`src/rtl/mll_pkg.sv`:
```
// mll_pkg: shared types, constants and microcode table of the Lucas-Lehmer tester
// no dependencies; used by mll_seq, mll_dp and mersenne_lucas_lehmer_test
package mll_pkg;

  // field and datapath widths
  localparam int unsigned ExpW   = 6;
  localparam int unsigned ResW   = 63;
  localparam int unsigned HalfW  = 32;
  localparam int unsigned ProdW  = 2 * HalfW;
  localparam int unsigned AccW   = 2 * ResW;
  localparam int unsigned InDataW  = 8;
  localparam int unsigned OutDataW = 8;
  localparam int unsigned UpcW   = 3;

  // exponent above this is answered composite
  localparam logic [ExpW-1:0] MaxExponent = ExpW'(63);
  localparam logic [ResW-1:0] SeedResidue = ResW'(4);

  // multiplier operand pair
  typedef enum logic [1:0] {
    MUL_NONE = 2'd0,
    MUL_LL   = 2'd1,
    MUL_LH   = 2'd2,
    MUL_HH   = 2'd3
  } mul_sel_e;

  // accumulator / residue operation
  typedef enum logic [2:0] {
    ACC_HOLD     = 3'd0,
    ACC_LOAD     = 3'd1,
    ACC_ADD_MID  = 3'd2,
    ACC_ADD_HIGH = 3'd3,
    ACC_FOLD     = 3'd4,
    ACC_REDUCE   = 3'd5
  } acc_op_e;

  // sequencer jump condition
  typedef enum logic [1:0] {
    COND_NEXT      = 2'd0,
    COND_FOLD_MORE = 2'd1,
    COND_ITER_MORE = 2'd2,
    COND_FINISH    = 2'd3
  } cond_e;

  // datapath control, one per cycle
  typedef struct packed {
    mul_sel_e mul_sel;
    acc_op_e  acc_op;
  } ctrl_t;

  // datapath status back to the sequencer
  typedef struct packed {
    logic acc_high_nz;
    logic last_iter;
    logic res_zero;
  } status_t;

  // one microcode word
  typedef struct packed {
    ctrl_t           ctrl;
    cond_e           cond;
    logic [UpcW-1:0] target;
  } uword_t;

  // program step addresses
  localparam logic [UpcW-1:0] UpcSquare = UpcW'(0);
  localparam logic [UpcW-1:0] UpcFold   = UpcW'(4);

  // microcode: one squaring, fold loop, reduce, loop back, report
  function automatic uword_t rom_word(input logic [UpcW-1:0] upc);
    uword_t w;
    w = '{ctrl: '{mul_sel: MUL_NONE, acc_op: ACC_HOLD}, cond: COND_FINISH, target: UpcSquare};
    unique case (upc)
      3'd0: w = '{ctrl: '{mul_sel: MUL_LL, acc_op: ACC_HOLD},
                  cond: COND_NEXT, target: UpcSquare};
      3'd1: w = '{ctrl: '{mul_sel: MUL_LH, acc_op: ACC_LOAD},
                  cond: COND_NEXT, target: UpcSquare};
      3'd2: w = '{ctrl: '{mul_sel: MUL_HH, acc_op: ACC_ADD_MID},
                  cond: COND_NEXT, target: UpcSquare};
      3'd3: w = '{ctrl: '{mul_sel: MUL_NONE, acc_op: ACC_ADD_HIGH},
                  cond: COND_NEXT, target: UpcSquare};
      3'd4: w = '{ctrl: '{mul_sel: MUL_NONE, acc_op: ACC_FOLD},
                  cond: COND_FOLD_MORE, target: UpcFold};
      3'd5: w = '{ctrl: '{mul_sel: MUL_NONE, acc_op: ACC_REDUCE},
                  cond: COND_ITER_MORE, target: UpcSquare};
      3'd6: w = '{ctrl: '{mul_sel: MUL_NONE, acc_op: ACC_HOLD},
                  cond: COND_FINISH, target: UpcSquare};
      default: w = '{ctrl: '{mul_sel: MUL_NONE, acc_op: ACC_HOLD},
                     cond: COND_FINISH, target: UpcSquare};
    endcase
    return w;
  endfunction

endpackage

```
`src/rtl/mll_dp.sv`:
```
// mll_dp: residue datapath, 32x32 multiplier, 126-bit accumulator, Mersenne fold
// depends on mll_pkg; driven by mll_seq control words
module mll_dp (
  input  logic                   clk_i,
  input  logic                   start_i,
  input  logic [mll_pkg::ExpW-1:0] exponent_i,
  input  mll_pkg::ctrl_t         ctrl_i,
  output mll_pkg::status_t       status_o
);
  import mll_pkg::*;

  logic [ResW-1:0]  res_q, res_d;
  logic [ResW-1:0]  mod_q, mod_d;
  logic [ExpW-1:0]  p_q, p_d;
  logic [ExpW-1:0]  cnt_q, cnt_d;
  logic [ProdW-1:0] prod_q;
  logic [AccW-1:0]  acc_q, acc_d;

  logic [HalfW-1:0] res_lo, res_hi, mul_a, mul_b;
  logic [AccW-1:0]  acc_high, fold_sum;
  logic [ProdW-1:0] mod_full;
  logic [ResW-1:0]  r_raw, r_mod, res_next;

  assign res_lo = res_q[HalfW-1:0];
  assign res_hi = HalfW'(res_q[ResW-1:HalfW]);

  // operand selection for the shared multiplier
  always_comb begin
    mul_a = res_lo;
    mul_b = res_lo;
    case (ctrl_i.mul_sel)
      MUL_LH: begin
        mul_a = res_lo;
        mul_b = res_hi;
      end
      MUL_HH: begin
        mul_a = res_hi;
        mul_b = res_hi;
      end
      default: begin
        mul_a = res_lo;
        mul_b = res_lo;
      end
    endcase
  end

  // registered partial product
  always_ff @(posedge clk_i) begin
    if (ctrl_i.mul_sel != MUL_NONE) begin
      prod_q <= mul_a * mul_b;
    end
  end

  // fold: low p bits plus everything above
  assign acc_high = acc_q >> p_q;
  assign fold_sum = AccW'(acc_q[ResW-1:0] & mod_q) + acc_high;

  // final reduction and subtract two modulo 2^p-1
  assign r_raw    = acc_q[ResW-1:0];
  assign r_mod    = (r_raw == mod_q) ? '0 : r_raw;
  assign res_next = (r_mod >= ResW'(2)) ? r_mod - ResW'(2) : r_mod + mod_q - ResW'(2);

  // modulus of the incoming exponent
  assign mod_full = (ProdW'(1) << exponent_i) - ProdW'(1);

  always_comb begin
    res_d = res_q;
    mod_d = mod_q;
    p_d   = p_q;
    cnt_d = cnt_q;
    acc_d = acc_q;
    if (start_i) begin
      res_d = SeedResidue;
      mod_d = mod_full[ResW-1:0];
      p_d   = exponent_i;
      cnt_d = exponent_i - ExpW'(2);
    end else begin
      case (ctrl_i.acc_op)
        ACC_LOAD:     acc_d = AccW'(prod_q);
        ACC_ADD_MID:  acc_d = acc_q + (AccW'(prod_q) << (HalfW + 1));
        ACC_ADD_HIGH: acc_d = acc_q + (AccW'(prod_q) << (2 * HalfW));
        ACC_FOLD:     acc_d = fold_sum;
        ACC_REDUCE: begin
          res_d = res_next;
          cnt_d = cnt_q - ExpW'(1);
        end
        default: acc_d = acc_q;
      endcase
    end
  end

  always_ff @(posedge clk_i) begin
    res_q <= res_d;
    mod_q <= mod_d;
    p_q   <= p_d;
    cnt_q <= cnt_d;
    acc_q <= acc_d;
  end

  assign status_o.acc_high_nz = |acc_high;
  assign status_o.last_iter   = (cnt_q == ExpW'(1));
  assign status_o.res_zero    = (res_q == '0);

endmodule

```
`config.mk`:
```
export PLATFORM = sky130hd
export DESIGN_NAME = mll_dp
export DESIGN_NICKNAME = d
export VERILOG_FILES = /design/src/rtl/mll_pkg.sv /design/src/rtl/mll_dp.sv
export SDC_FILE = /design/constraint.sdc
export NUM_CORES = 2
export LEC_CHECK = 0
export BUFFER_PORTS_ARGS = -buffer_cell sky130_fd_sc_hd__buf_2
export CORE_UTILIZATION = 30
export CTS_BUF_LIST = sky130_fd_sc_hd__clkbuf_8
export CTS_CLUSTER_DIAMETER = 150
export DETAILED_ROUTE_END_ITERATION = 16
export PLACE_DENSITY = 0.4
export SYNTH_ARGS = -nofsm -noshare
export SYNTH_HDL_FRONTEND = slang
export SYNTH_SLANG_ARGS = --single-unit
```
`constraint.sdc`:
```
create_clock -name clk_i -period 14.8 [get_ports clk_i]
set_input_delay 2.96 -clock clk_i [delete_from_list [all_inputs] [get_ports clk_i]]
set_output_delay 2.96 -clock clk_i [all_outputs]
set_load 0.005 [all_outputs]
```
== After elaboration in Yosys (flattened, before gate mapping) ==
Index checks and enable logic that the tools add are counted.

* Register bits: 328
* Bits of input ports: 13
* Output and inout bits: 3
* Word-level logic and storage cells: 44

* Add/subtract/negate cells: 9
* Multipliers: 1
* Order comparisons: 1
* Equal/unequal tests: 9
* Shift-type cells: 2
* Mux-type cells: 7
* Bitwise logic cells: 2
* Reductions and logical operators: 7

{| class="wikitable"
|+ Operator list
! kind !! count
|-
| $pmux 126 s4 || 1
|-
| $sub 63x2->63 const B || 3
|-
| $add 126x126->126 || 1
|-
| $add 126x97->126 || 1
|-
| $add 63x126->126 || 1
|-
| $mux 63 || 2
|-
| $reduce_or 126->1 || 1
|-
| $shr 126x6->126 || 1
|-
| $mul 32x32->64 || 1
|-
| $mux 32 || 2
|-
| $add 63x63->63 || 1
|-
| $and 63x63->63 || 1
|-
| $eq 63x63->1 || 1
|-
| $ge 63x2->1 const B || 1
|-
| $logic_not 63->1 || 1
|-
| $shl 1x6->63 const A || 1
|-
| $mux 6 || 2
|-
| $eq 3x2->1 const B || 2
|-
| $eq 3x3->1 const B || 2
|-
| $eq 6x1->1 const B || 1
|-
| $sub 6x1->6 const B || 1
|-
| $sub 6x2->6 const B || 1
|-
| $eq 2x2->1 const B || 2
|-
| $reduce_bool 2->1 || 2
|-
| other kinds (5) || 5
|}

== Depth between registers and ports, before layout ==
* Depth in word-level cells: 5
* Gate-level depth with buffers: 35
* Depth with buffers taken out: 29

== Least setup slack after synthesis ==
OpenSTA, ideal clock, no wires.

* Path kind: input port to flip-flop
* Start: input ctrl_i[4] (netlist name)
* End: register prod_q[57], data pin
* Library setup time: 0.265 ns
* Arrival time: 11.180 ns
* Required time: 14.535 ns
* Slack: 3.354 ns
* Stages: 31
* Buffers on the path: 5
* Cells stage by stage: clkbuf_1 > and2_1 > clkbuf_1 > buf_1 > mux2i_1 > clkbuf_1 > nor2_1 > fa_1 > inv_1 > fa_1 > fa_1 > fa_1 > inv_1 > fa_1 > fa_1 > fa_1 > inv_1 > fa_1 > inv_1 > ha_1 > clkbuf_1 > nand3_1 > nor2_1 > a21oi_1 > o21ai_0 > nor2_1 > o21a_1 > o41ai_1 > a31oi_1 > o21ai_0 > xor2_1

* Word-level cells in the longest chain between the ends: 4
* Elaborated cells between the ends (all ways): 6
* Those cells by class: mul: 1; eq/ne: 2; mux: 2; reduce/logical: 1

{| class="wikitable"
|+ RTL lines
! item !! line !! text
|-
| start, declared || mll_dp.sv:7 || <nowiki>input mll_pkg::ctrl_t ctrl_i,</nowiki>
|-
| $eq 2x2->1 || mll_dp.sv:31 || <nowiki>case (ctrl_i.mul_sel)</nowiki>
|-
| $reduce_or 2->1 (no source line) || -- ||
|-
| $mux 32 || mll_dp.sv:31 ||
|-
| $mul 32x32->64 * || mll_dp.sv:50 || <nowiki>prod_q <= mul_a * mul_b;</nowiki>
|-
| end signal, assigned || mll_dp.sv:50 ||
|-
| end, declared || mll_dp.sv:16 || <nowiki>logic [ProdW-1:0] prod_q;</nowiki>
|}

Every way passes the cells marked *; elsewhere a longest branch is shown, timed or not.
A chain may end at the register's enable or synchronous reset.

== Worst setup path after layout ==
Ends and elaborated chain as after synthesis.

==> impl_metrics.yaml <==
worst_hold_path:
  hp-start: "res_q[41]"
  worstHoldEndpoint: "res_q[41]"
  min_path_type: "reg -> reg"
  whs_path_depth: 2
logic_synthesis:
  ys.warnings.count: 0
  avgSynthCellArea_sq_um: 8.29
  ys_types: 104
  synth_commonest_cells: "nand2_1 (1,252), inv_1 (1,133), nor2_1 (1,052)"
  seq_area_frac_synth_pct: 11.8
  synth_adder_area_share_pct: 33.4
  synth_xor_area_share_pct: 4.61
  synthSimpleGateAreaFrac_pct: 17.7
  yosysTopAreaCellShare_pct: 23.1
  synthArstFlopShare_pct: 0
  syn_area_sq_mm: 0.0779
  synth_compound_area_share_pct: 14.9
  ys_seq_elements: 328
  synthFlopType: "edfxtp_1"
  synth_area_leader_cell: "fa_1"
  yosysMostFrequentCell: "nand2_1"
  synth_nets: 10961
  synth_top_family_by_area: "adder cells"
  syn_inst: 9406
  yosys-top-cells-area: "fa_1 (23%), ha_1 (10%), edfxtp_1 (10%)"
  synth-edff-count: 265
  synth_mux_area_share_pct: 9.02
power_and_ir_drop:
  p_total_mw: 5.56
  vdd_drop_max_mv: 0.0828
  p_leak_nw: 36.7
  p_per_area_mw_per_mm2: 66.9
sta:
  setup_tns_ns: 0
  hold_viol_final: 0
  timing.fmax_mhz: 79.0
  maxSlewViolCount: 0
  fin_skew_ns: 0.0839
  min_period_ns: 12.66
  worst_pin_slew_ns: 1.25
  finalSetupViolCount: 0
  maxSlewHeadroom_pct: 15.1
  post-route-period-util_pct: 85.5
  rsz0062_at_grt: "false"
setup_path:
  critPathMaxFanout: 42
  critPathLaunchType: "input port"
  crit_path_end_kind: "flop"
  crit_slowest_cell: "mux2i_2"
  cp.arrival_ns: 13.15
  crit_required_ns: 15.29
  reg2regPathDepth: 24
  worst_r2r_endpoint: "prod_q[57]"
  worstSetupPathType: "in -> reg"
  cpMostUsedCell: "fa_1"
  slowest_delay_ns: 1.07
  crit_buf_inv: 4
  cpLargestDelayFamily: "adder cells"
  r2r_slack_ns: 5.32
  r2r_start: "res_q[16]"
route:
  drtIter0Drc: 7634
  wl_per_cell_um: 30.4
  routed_wl_um: 381000
  routed.top_layer: "met5"
  wl_met1_um: 170000
  vias: 72164
  route.detailed.drc: 0
  ant_nets: 0
  wl_met3_um: 26400
  avgViaCountPerCell: 5.75
  drtPass1Iterations: 6
  dr_wl_met2_um: 168000
place:
  gp_congestion: 0.969
  dp_hpwl_um: 305000
  numPortBuffers: 15
floorplanning:
  fp.dieW_um: 512
  io_pins: 16
  core_area_sq_mm: 0.258
  initial_utilization_pct: 30.3
  die-area_sq_mm: 0.262
  rows: 186
  dieHeight_um: 512
finish:
  nets: 10663
  register_area_sq_mm: 0.00922
  fillers: 27412
  drive_gt1_share_pct: 7.28
  multi_input_area_sq_mm: 0.0625
  area_delta_synth_final_pct: 6.56
grt:
  antenna_found_initial: 16
  grt_pass1_vias: 71031
  overflow: 0
  grtUsageTotal_pct: 28.5
  grt_max_degree: 141
  grt_pass1_wl_um: 539000
clocking:
  postCtsSetupBuffers: 0
  clk_path_buf_depth: 3
  ctsHoldBuffers: 0
  htree_levels: 2
  clk_latency_ns: 0.82
  cts_root_buffer: "clkbuf_8"
  clk_pin_slew_ns: 0.06
  cts_sinks: 328
  cts_inserted_buffers: 60
  cts_tree: "built"
  cts.repair.resized: 0
job:
  maxCapViolations: 0
outcome:
  status: "completed"
==> state kept, by name, indices dropped and copies added, names as in the netlist <==
signal / count
p_q: 6
cnt_q: 6
res_q: 63
acc_q: 126
prod_q: 64
mod_q: 63
==> layout make-up <==
cell class              count  share of cell area, %
diodes                      3                0.00904
clock buffers              64                   1.06
clock inverters            44                  0.536
inverters                1138                   5.15
multi-input cells        7384                   75.2
flip-flops and latches    328                   11.1
well taps                3384                   5.10
repair buffers            196                   1.85
==> tightest hold or removal path, cell delays in order, from the launching register on <==
cell and delay (ns):
dfxtp_1 0.42, nand2_1 0.11, a21oi_1 0.06
==> logic make-up (layout without fill, tap and decap cells) <==
logic type | after synthesis | in the layout
flip-flops | 328 | 328
buffers and inverters | 1694 | 1442
AND/OR/NAND/NOR | 3146 | 3146
other | 0 | 3
multiplexers | 485 | 485
adder cells (fa/ha/maj) | 1542 | 1542
XOR/XNOR | 410 | 410
AO/OA/AOI/OAI | 1801 | 1801
==> worst max-delay path by stage <==
stage	start	end	slack [ns]	depth (start not counted)
2_1_floorplan	ctrl_i[4]	prod_q[57]	3.35	31
3_3_place_gp	ctrl_i[4]	prod_q[63]	1.53	28
3_5_place_dp	ctrl_i[4]	prod_q[56]	1.48	28
4_1_cts	ctrl_i[4]	prod_q[56]	2.30	28
5_1_grt	ctrl_i[4]	prod_q[56]	1.76	28
6_report	ctrl_i[4]	prod_q[57]	2.14	26
==> placed cells by master (no fill, tap or decap), drive strengths merged, types with 38 or more instances in the layout <==
| cell | instances |
|---|---|
| o22ai | 44 |
| xnor2 | 223 |
| edfxtp | 265 |
| buf | 196 |
| nor2 | 1053 |
| clkbuf | 64 |
| nand4 | 103 |
| fa | 900 |
| nand3 | 162 |
| nor2b | 45 |
| o21a | 53 |
| a211oi | 46 |
| nand2 | 1252 |
| nor4 | 84 |
| mux4 | 157 |
| ha | 642 |
| and2 | 55 |
| mux2i | 215 |
| o211ai | 73 |
| a21oi | 471 |
| dfxtp | 63 |
| a21o | 176 |
| a22oi | 47 |
| inv | 1153 |
| mux2 | 113 |
| o31ai | 41 |
| o21ai | 426 |
| o21bai | 52 |
| or3 | 38 |
| nand2b | 54 |
| xor2 | 187 |
| nor3 | 107 |
| and3 | 74 |
| a31oi | 80 |
==> power by group <==
part	total [mW]	switching (mW)	internal, mW
clock network	1.03	0.483	0.547
registers	1.36	0.261	1.10
logic	3.17	2.08	1.08
==> routing by layer <==
metal  global-route usage (%)  vias up
met5                        0        -
met4                     10.6        2
met3                     3.02      571
met2                     44.4     3260
met1                     40.5    36865
li1                         -    31466
==> stage by stage <==
stage                     instances  hold WS (ns)  util [%]  worst slack (ns)  instance area [sq um]
after floorplan                9406         0.464         -              3.35                  77900
after global placement        12428         0.605      31.7              1.53                  81700
after detailed placement      12430         0.612      31.7              1.48                  81700
after CTS                     12538         0.622      32.2              2.30                  83100
after global routing          12539         0.656      32.2              1.76                  83100
final                         12541         0.637      32.2              2.14                  83100
No activity file was read; power rests on OpenSTA's default activity.
